## config.mk

```make
export PLATFORM = sky130hd
export DESIGN_NAME = wld_ctrl
export DESIGN_NICKNAME = d
export VERILOG_FILES = /design/src/hw/rtl/wld_pkg.sv /design/src/hw/rtl/wld_ctrl.sv
export SDC_FILE = /design/constraint.sdc
export NUM_CORES = 1
export LEC_CHECK = 0
export BUFFER_PORTS_ARGS = -buffer_cell sky130_fd_sc_hd__buf_2
export CORE_AREA = 3 3 40 42
export DETAILED_ROUTE_END_ITERATION = 8
export DIE_AREA = 0 0 43 45
export SLEW_MARGIN = 15
export SYNTH_ARGS = -nofsm -noshare
export SYNTH_HDL_FRONTEND = slang
export SYNTH_SLANG_ARGS = --single-unit
```

## constraint.sdc

```tcl
create_clock -name clock -period 2.95 [get_ports clock]
set_clock_uncertainty 0.05 [all_clocks]
set_input_delay 0.4425 -clock clock [delete_from_list [all_inputs] [get_ports clock]]
set_output_delay 0.4425 -clock clock [all_outputs]
set_load 0.01 [all_outputs]
```

## src/hw/rtl/wld_pkg.sv

```systemverilog
`timescale 1ns / 1ps
`default_nettype none
// ----------------------------------------------------------------------------
// wld_pkg
// Shared types, sizes and helpers for the weighted least-load dispatcher.
// ----------------------------------------------------------------------------
package wld_pkg;

   // Sizes
   localparam int NUM_PROCS  = 4;
   localparam int WL_W       = 24;                      // stored workload width
   localparam int PIDX_W     = $clog2(NUM_PROCS);       // processor index width
   localparam int PWR_W      = 8;                       // power / threshold width
   localparam int WEIGHT_W   = 16;
   localparam int TAG_W      = 8;
   localparam int PROC_OUT_W = 2;                       // chosen_proc field width
   localparam int RSP_WL_W   = 24;                      // new_workload field width
   localparam int PROD_W     = WL_W + PWR_W;            // workload x power
   localparam int PP_W       = 2 * PWR_W;               // power x power
   localparam int LIM_W      = PWR_W + PP_W;            // threshold x power x power
   localparam int CMP_W      = (PROD_W > LIM_W) ? PROD_W : LIM_W;
   localparam int SUM_W      = ((WL_W > WEIGHT_W) ? WL_W : WEIGHT_W) + 1;

   // Configuration port
   localparam int CSR_ADDR_W = 3;
   localparam int CSR_DATA_W = PWR_W;
   localparam logic [CSR_ADDR_W-1:0] CSR_POWER_0   = 3'd0;
   localparam logic [CSR_ADDR_W-1:0] CSR_THRESHOLD = 3'd4;

   localparam logic [PWR_W-1:0] THRESHOLD_RESET = 8'd2;

   // Payload of one beat on each channel
   typedef struct packed {
      logic [WEIGHT_W-1:0] task_weight;
      logic [TAG_W-1:0]    task_tag;
   } req_type;

   typedef struct packed {
      logic [PROC_OUT_W-1:0] chosen_proc;
      logic                  by_round_robin;
      logic [RSP_WL_W-1:0]   new_workload;
      logic [TAG_W-1:0]      tag_out;
   } rsp_type;

   // Controller to datapath commands
   typedef struct packed {
      logic capture;   // latch request, register cross products
      logic rank;      // find lowest and second-lowest load
      logic decide;    // threshold test, pick processor
      logic commit;    // update workload and pointer, load response
   } cmd_type;

   // Power reset values per processor
   function automatic logic [PWR_W-1:0] power_reset(input int idx);
      logic [PWR_W-1:0] val;
      case (idx)
         0: val = 8'd2;
         1: val = 8'd1;
         2: val = 8'd3;
         3: val = 8'd2;
         default: val = 8'd1;
      endcase
      return val;
   endfunction

   // A power of zero counts as one
   function automatic logic [PWR_W-1:0] eff_power(input logic [PWR_W-1:0] p);
      return (p == '0) ? PWR_W'(1) : p;
   endfunction

endpackage
`default_nettype wire

```

## src/hw/rtl/wld_ctrl.sv

```systemverilog
`timescale 1ns / 1ps
`default_nettype none
// ----------------------------------------------------------------------------
// wld_ctrl
// Sequencer: steps one task through rank, decide and commit, and owns the
// handshake flags of both channels.
// ----------------------------------------------------------------------------
module wld_ctrl (
   input  wire logic              clock,
   input  wire logic              reset,
   input  wire logic              req_valid,
   output logic                   req_ready,
   output logic                   rsp_valid,
   input  wire logic              rsp_ready,
   output wld_pkg::cmd_type       cmd
);

   localparam logic [1:0] ST_IDLE   = 2'd0;
   localparam logic [1:0] ST_RANK   = 2'd1;
   localparam logic [1:0] ST_DECIDE = 2'd2;
   localparam logic [1:0] ST_WRITE  = 2'd3;

   logic [1:0] state_ff, state_in;
   logic       rsp_valid_ff, rsp_valid_in;
   logic       slot_free;

   assign req_ready = (state_ff == ST_IDLE);
   assign rsp_valid = rsp_valid_ff;
   assign slot_free = !rsp_valid_ff || rsp_ready;

   // Commands
   always_comb begin
      cmd.capture = (state_ff == ST_IDLE) && req_valid;
      cmd.rank    = (state_ff == ST_RANK);
      cmd.decide  = (state_ff == ST_DECIDE);
      cmd.commit  = (state_ff == ST_WRITE) && slot_free;
   end

   // Next state
   always_comb begin
      state_in = state_ff;
      case (state_ff)
         ST_IDLE:   if (req_valid) state_in = ST_RANK;
         ST_RANK:   state_in = ST_DECIDE;
         ST_DECIDE: state_in = ST_WRITE;
         ST_WRITE:  if (slot_free) state_in = ST_IDLE;
         default:   state_in = ST_IDLE;
      endcase
   end

   // Response valid: set on commit, cleared when the beat is taken
   always_comb begin
      rsp_valid_in = rsp_valid_ff;
      if (rsp_ready) rsp_valid_in = 1'b0;
      if (cmd.commit) rsp_valid_in = 1'b1;
   end

   always_ff @(posedge clock) begin
      if (reset) begin
         state_ff     <= ST_IDLE;
         rsp_valid_ff <= 1'b0;
      end else begin
         state_ff     <= state_in;
         rsp_valid_ff <= rsp_valid_in;
      end
   end

endmodule
`default_nettype wire

```

==> results of run 1 <==
[power groups by stage]
stage               clock network [mW]  registers [mW]  logic, mW
floorplan                            0          0.0677     0.0987
finish                          0.0733          0.0690      0.133
detailed placement                   0          0.0702      0.136
global placement                     0          0.0696      0.135
CTS                             0.0769          0.0697      0.136
global route                    0.0786          0.0716      0.155
[critical path: stages, from the launching register on]
cell	delay [ns]
dfxtp_1	0.35
inv_1	0.08
ha_1	0.23
and2_1	0.14
buf_2	0.13
[metrics by stage]
stage / cell area, um^2 / setup WS (ns) / utilization / power [mW]
floorplan: 214 / 1.60 / - / 0.166
global placement: 270 / 1.49 / 0.210 / 0.205
detailed placement: 270 / 1.48 / 0.210 / 0.207
CTS: 297 / 1.26 / 0.231 / 0.283
global route: 297 / 1.19 / 0.231 / 0.305
finish: 297 / 1.29 / 0.231 / 0.275
[placed cells by master, fill, tap and decap left out]
| cell type | instances |
|---|---|
| clkbuf_4 | 3 |
| clkbuf_1 | 1 |
| inv_1 | 3 |
| nor2b_1 | 2 |
| o21a_1 | 2 |
| buf_2 | 9 |
| o311a_1 | 1 |
| and3b_4 | 1 |
| dfxtp_1 | 3 |
| ha_1 | 4 |
| and2b_2 | 1 |
| and2_1 | 1 |
| nor2_1 | 2 |
| o21ai_1 | 1 |
| nor3b_1 | 1 |
[cell families (layout without fill, tap and decap cells)]
group,Yosys count,in the layout,share of synthesized area
flops,3,3,0.281
fa+ha+maj,4,4,0.234
simple gates,8,8,0.257
compound gates,4,4,0.140
buf+inv,4,16,0.0877
[path summary, 6_finish.rpt]
check	depth (start not counted)	to	start
hold reg to reg	3	rsp_valid	rsp_valid
hold / removal	2	rsp_valid	reset
setup / recovery	4	cmd[3]	state_ff[0]
setup reg to reg	5	state_ff[1]	state_ff[0]
[sequential cells by signal (all words and copies together), names as in the netlist]
signal and cells:
rsp_valid 1, state_ff 2
[per-layer routing]
layer / wire length [um] / global-route usage / up-vias
li1: - / - / 99
met1: 126 / 0.0409 / 84
met2: 236 / 0.0958 / 5
met3: 25 / 0.0279 / 4
met4: 24 / 0.108 / 0
met5: 0 / 0 / -
[layout make-up]
cell class / instances / area [um^2] / share of cell area
Multi-Input combinational cell: 16 / 135 / 0.456
Sequential cell: 3 / 60.1 / 0.203
Timing Repair Buffer: 9 / 45.0 / 0.152
Clock buffer: 4 / 26.3 / 0.0886
Tap cell: 15 / 18.8 / 0.0633
Inverter: 3 / 11.3 / 0.0380
==> impl_metrics.tcl, run 1 <==
set metrics [dict create \
    slew_violations 0 \
    clkPwrFrac 0.267 \
    cts_buffers 3 \
    syn-num-nets 31 \
    die_height_um 45 \
    ir_worst_vdd_mv 0.186 \
    syn_avg_cell_area_um2 9.30 \
    synthTopCellsByCount "4 x ha_1, 3 x dfxtp_1, 3 x inv_1" \
    ys_types 13 \
    clock.fmax_ghz 0.601 \
    cell_internal_pwr_uw 172 \
    num_vias 192 \
    ys.warnings.count 0 \
    wl_per_cell_um 8.26 \
    path_class "reg -> out" \
    antenna_cells 0 \
    cts-root-buf "clkbuf_4" \
    synth_edf_count 0 \
    dieArea_um2 1940 \
    ys_seq_area_frac 0.281 \
    clock_sink_count 3 \
    antenna_left 0 \
    dp_hpwl_um 337 \
    fillers 143 \
    clkSlewWorstSetupHoldPaths_ns 0.04 \
    initial_core_util 0.167 \
    vias_per_cell 3.84 \
    drtPass1Iterations 2 \
    combinationalPowerShare 0.483 \
    seqPwrFrac 0.251 \
    grt_pass1_wl_um 759 \
    routed_wl_um 413 \
    die_w_um 43 \
    numPortBuffers 9 \
    synth_top_area_frac 0.281 \
    initialDrtViolationCount 1 \
    io_pins 10 \
    finalCriticalPeriod_ns 1.66 \
    swShare 0.375 \
    path_max_fanout 4 \
    grt_usage 0.0616 \
    fin_cells 50 \
    p_leak_nw 0.155 \
    synth_most_common_cell "ha_1" \
    area_delta_synth_final_pct 38.6 \
    tightest_slew_ns 0.200 \
    startpoint_type "flip-flop" \
    p_per_area_nw_per_um2 928 \
    gr-total-overflow 0 \
    setup_violations 0 \
    cts_tree "done" \
    switching_power_uw 103 \
    cts_resized 0 \
    end_kind "output port" \
    worst_ep_required_time_ns 2.46 \
    status "complete, no violations" \
    hp-class "in -> reg" \
    drv_cap 0 \
    rsz0062_at_grt "false" \
    hold_viol 0 \
    min_period_over_period 0.564 \
    final_nets 44 \
    drc 0 \
    cp.arrival_ns 1.17 \
    ys_ff_latch 3 \
    grt_pass1_vias 199 \
    antenna_found_initial 0 \
    place.gp.congestion 0.575 \
    hold_slack_ns 0.324 \
    ctsHoldBuffers 0 \
    clockBufferDepth 2 \
    fp.coreArea_um2 1280 \
    synthFlopType "dfxtp_1" \
    num_rows 13 \
    relSlewSlack 0.866 \
    r2r_slack_ns 1.64 \
    clk_latency_ns 0.23 \
    synthesis.instances 23 \
    synth_largest_area_cell "dfxtp_1" \
    netlist_area_um2 214 \
    grt_max_degree 5 \
    async_flop_share 0 \
    cts.htree.levels 1 \
    synth.area.top_cells "dfxtp_1 28%, ha_1 23%, o21a_1 7.0%" \
    tns_ns 0 \
    postCtsSetupRepairBufs 0 \
    drive_above_1_share 0.400 \
    dp.cells 46 \
]
No activity file was read; power rests on OpenSTA's default activity.
==> run 2: changes to the inputs <==
- ABC_AREA: default -> 1
- clock period: 2.95 -> 1.7 ns (I/O delays scaled with it)
==> impl_metrics.tcl, run 2 <==
set metrics [dict create \
    status "complete, no violations" \
    final_cell_mix "9 x buf_2, 8 x inv_1, 6 x nand2_1" \
    slew_violations 0 \
    clkSlewWorstSetupHoldPaths_ns 0.04 \
    num_vias 206 \
    hold_slack_ns 0.150 \
    min_period_over_period 0.836 \
    fin_cells 58 \
    ctsHoldBuffers 0 \
    die_w_um 43 \
    finalCriticalPeriod_ns 1.42 \
    cts.htree.levels 1 \
    die_height_um 45 \
    synth_top_area_frac 0.277 \
    grt_max_degree 5 \
    async_flop_share 0 \
    antenna_found_initial 0 \
    synth_edf_count 0 \
    vias_per_cell 3.55 \
    clock_sink_count 3 \
    drc 0 \
    antenna_cells 0 \
    netlist_area_um2 216 \
    met2_usage 0.0808 \
    wl_per_cell_um 6.48 \
    clock.fmax_ghz 0.704 \
    multi_input_area_um2 119 \
    mostFrequentLayoutCell "buf_2" \
    gr-total-overflow 0 \
    drive_above_1_share 0.302 \
    cp.arrival_ns 1.12 \
    dieArea_um2 1940 \
    worst_ep_required_time_ns 1.39 \
    placed_cell_area_um2 273 \
    p_per_area_nw_per_um2 1580 \
    end_kind "output port" \
    area_delta_synth_final_pct 38.2 \
    fp.coreArea_um2 1280 \
    p_total_uw 472 \
    synth_largest_area_cell "dfxtp_1" \
    use_met1 0.0312 \
    largest_reg_flops 2 \
    postCtsSetupRepairBufs 0 \
    synthFlopType "dfxtp_1" \
    grt.met3_usage 0.0279 \
    fillers 154 \
    grt_pass1_wl_um 607 \
    hold_viol 0 \
    ys.warnings.count 0 \
    num_rows 13 \
    path_max_fanout 4 \
    syn-num-nets 39 \
    dp_hpwl_um 326 \
    final_nets 52 \
    grt_usage 0.0466 \
    drv_cap 0 \
    ys_ff_latch 3 \
    fin_util 0.233 \
    routed_wl_um 376 \
    ff_latch_area_um2 60.1 \
    path_class "reg -> out" \
    antenna_left 0 \
    rsz0062_at_grt "false" \
    synthesis.instances 31 \
    tns_ns 0 \
    dp.cells 54 \
    clk_latency_ns 0.23 \
    initial_core_util 0.168 \
    ys_seq_area_frac 0.277 \
    startpoint_type "flip-flop" \
    synthTopCellsByCount "8 x inv_1, 6 x nand2_1, 4 x a21oi_1, 4 x ha_1" \
    place.gp.congestion 0.650 \
    io_pins 10 \
    numPortBuffers 9 \
    synth.area.top_cells "dfxtp_1 28%, ha_1 23%, inv_1 14%" \
    clockBufferDepth 2 \
    final.setup.worst_slack_ns 0.279 \
    cts_resized 0 \
    setup_violations 0 \
    cts_tree "done" \
    hp-class "in -> reg" \
    initialDrtViolationCount 1 \
    synth_most_common_cell "inv_1" \
    cts_buffers 3 \
    tightest_slew_ns 0.134 \
    p_leak_nw 0.176 \
    grt_pass1_vias 190 \
    ir_worst_vdd_mv 0.336 \
    cts-root-buf "clkbuf_4" \
    drtPass1Iterations 2 \
    grt-busiest-layer "met2" \
    pre_cts_slack_ns 0.507 \
    design_area_um2 299 \
    relSlewSlack 0.911 \
    ys_types 9 \
    regMostFlops "state_ff" \
    syn_avg_cell_area_um2 6.98 \
]
-- run 2: cell count changes after synthesis, sizes merged, moves of 2 or more --
cell and change:
nand2 +6, inv +5, a21oi +4, nand3 +2, nor2b -2, o21a -2
-- run 2: final cells by class --
cell class | instances | area share
Multi-Input combinational cell | 19 | 0.397
Sequential cell | 3 | 0.201
Timing Repair Buffer | 9 | 0.151
Inverter | 8 | 0.100
Clock buffer | 4 | 0.0879
Tap cell | 15 | 0.0628
-- run 2: metal layers --
layer | vias up | share of wire
li1 | 116 | -
met1 | 86 | 0.36
met2 | 4 | 0.56
met3 | 0 | 0.077
met4 | 0 | 0
met5 | - | 0
-- run 2: worst paths after layout --
kind | startpoint | end | slack [ns] | cells after the start
max | state_ff[0] | cmd[3] | 0.28 | 5
min | reset | rsp_valid | 0.15 | 2
max reg2reg | state_ff[0] | state_ff[1] | 0.57 | 6
min reg2reg | rsp_valid | rsp_valid | 0.45 | 2
-- run 2: worst max-delay path, cell delays in order (launching register included) --
cell and delay [ns]:
dfxtp_1 0.36, inv_1 0.08, ha_1 0.23, nand2_1 0.07, inv_1 0.03, buf_2 0.12
-- run 2: kinds of logic (layout without fill, tap and decap cells) --
logic type / Yosys count / count (layout) / synth area share
AO/OA/AOI/OAI: 4 / 4 / 0.0925
adder cells (fa/ha/maj): 4 / 4 / 0.231
buffers and inverters: 9 / 21 / 0.173
flip-flops: 3 / 3 / 0.277
AND/OR/NAND/NOR: 11 / 11 / 0.225
-- run 2: power breakdown --
group          total (mW)  internal (mW)  switching (mW)
Sequential          0.120         0.0959          0.0238
Combinational       0.229         0.0995           0.130
Clock               0.123         0.0879          0.0353
Total               0.472          0.283           0.189
==> run 3: changes to the inputs <==
- clock period: 1.7 -> 1.2 ns (I/O delays scaled with it)
==> impl_metrics.tcl, run 3 (synthesis gave the netlist of run 2 again) <==
set metrics [dict create \
    dp_hpwl_um 324 \
    ctsHoldBuffers 0 \
    cts-root-buf "clkbuf_4" \
    cell_internal_pwr_uw 492 \
    num_rows 13 \
    violations "negative setup slack" \
    end_kind "output port" \
    grt_usage 0.0483 \
    p_leak_nw 0.188 \
    final_nets 54 \
    clkPwrFrac 0.213 \
    dp.cells 54 \
    seqPwrFrac 0.267 \
    antenna_found_initial 0 \
    status "complete, but fails checks" \
    regMostFlops "state_ff" \
    clockBufferDepth 2 \
    combinationalPowerShare 0.520 \
    drc 0 \
    area_delta_synth_final_pct 65.3 \
    cts.htree.levels 1 \
    relSlewSlack 0.894 \
    final_cell_mix "9 x buf_2, 5 x inv_1, 5 x nand2_1" \
    vias_per_cell 3.80 \
    mostFrequentLayoutCell "buf_2" \
    tns_ns -0.0700 \
    worst_ep_required_time_ns 0.97 \
    grt_pass1_wl_um 634 \
    hold_slack_ns 0.0700 \
    cts_buffers 3 \
    numPortBuffers 9 \
    fin_cells 60 \
    die_w_um 43 \
    gr-total-overflow 0 \
    routed_wl_um 423 \
    io_pins 10 \
    final.setup.worst_slack_ns -0.0322 \
    path_class "reg -> out" \
    switching_power_uw 330 \
    initialDrtViolationCount 0 \
    path_max_fanout 4 \
    ir_worst_vdd_mv 0.547 \
    hp-class "in -> reg" \
    clk_latency_ns 0.23 \
    initial_core_util 0.168 \
    drv_cap 0 \
    grt_max_degree 5 \
    wl_per_cell_um 7.05 \
    fp.coreArea_um2 1280 \
    drtPass1Iterations 1 \
    startpoint_type "flip-flop" \
    dieArea_um2 1940 \
    antenna_left 0 \
    min_period_over_period 1.03 \
    tightest_slew_ns 0.159 \
    finalCriticalPeriod_ns 1.23 \
    cp.arrival_ns 1.00 \
    p_total_uw 822 \
    swShare 0.401 \
    fillers 149 \
    cts_tree "done" \
    hold_viol 0 \
    die_height_um 45 \
    grt_pass1_vias 192 \
    num_vias 228 \
    largest_reg_flops 2 \
    clkSlewWorstSetupHoldPaths_ns 0.04 \
    place.gp.congestion 0.691 \
    clock.fmax_ghz 0.812 \
    rsz0062_at_grt "true" \
    setup_violations 3 \
    drive_above_1_share 0.533 \
    slew_violations 0 \
    clock_sink_count 3 \
    p_per_area_nw_per_um2 2300 \
    antenna_cells 0 \
]
==> run 3: worst max-delay path, cell delays in order (launching register included) <==
cell and delay, ns:
dfxtp_4 0.38, inv_4 0.05, ha_4 0.15, nand2_2 0.04
inv_1 0.03, buf_2 0.12
==> run 3: power by group through the flow <==
stage	Combinational (mW)	Sequential (mW)	Clock, mW
2_1_floorplan	0.245	0.169	0
3_3_place_gp	0.331	0.172	0
3_5_place_dp	0.330	0.172	0
4_1_cts	0.415	0.212	0.185
5_1_grt	0.488	0.226	0.186
6_report	0.427	0.219	0.175
==> run 3: timing repair <==
| item | 4_1_cts | 5_1_grt |
|---|---|---|
| gates cloned | 0 | 0 |
| setup buffers | 2 | 0 |
| resized for setup | 13 | 2 |
| setup endpoints to repair | 5 | 4 |
| pin swaps | 2 | 1 |
==> run 3: final timing paths <==
check | end | cells after the start | startpoint | slack (ns)
setup / recovery | cmd[3] | 5 | state_ff[1] | -0.03
hold reg to reg | rsp_valid | 2 | rsp_valid | 0.46
setup reg to reg | state_ff[1] | 7 | state_ff[1] | 0.07
hold / removal | rsp_valid | 2 | reset | 0.07
==> run 3: area by class of cell <==
type	count	area (um^2)	area share
inverter	8	35.0	0.0979
timing repair buffer	11	60.1	0.168
multi-input combinational	19	150	0.420
sequential	3	67.6	0.189
clock buffer	4	26.3	0.0734
tap	15	18.8	0.0524
==> run 3: routing by layer <==
metal | GRT usage | share of wire | vias to the layer above | wire (um)
met5 | 0 | 0 | - | 0
met4 | 0.0542 | 0 | 0 | 0
met3 | 0.0279 | 0.078 | 0 | 33
met2 | 0.0868 | 0.58 | 4 | 244
met1 | 0.0313 | 0.35 | 105 | 146
li1 | - | - | 119 | -
==> run 3: stage by stage <==
step           setup slack [ns]   util  cell area (um^2)
3_5_place_dp             0.0781  0.212               273
2_1_floorplan            0.0967      -               216
5_1_grt                 -0.0673  0.278               358
4_1_cts                 -0.0487  0.275               353
3_3_place_gp             0.0827  0.212               273
6_report                -0.0322  0.278               358
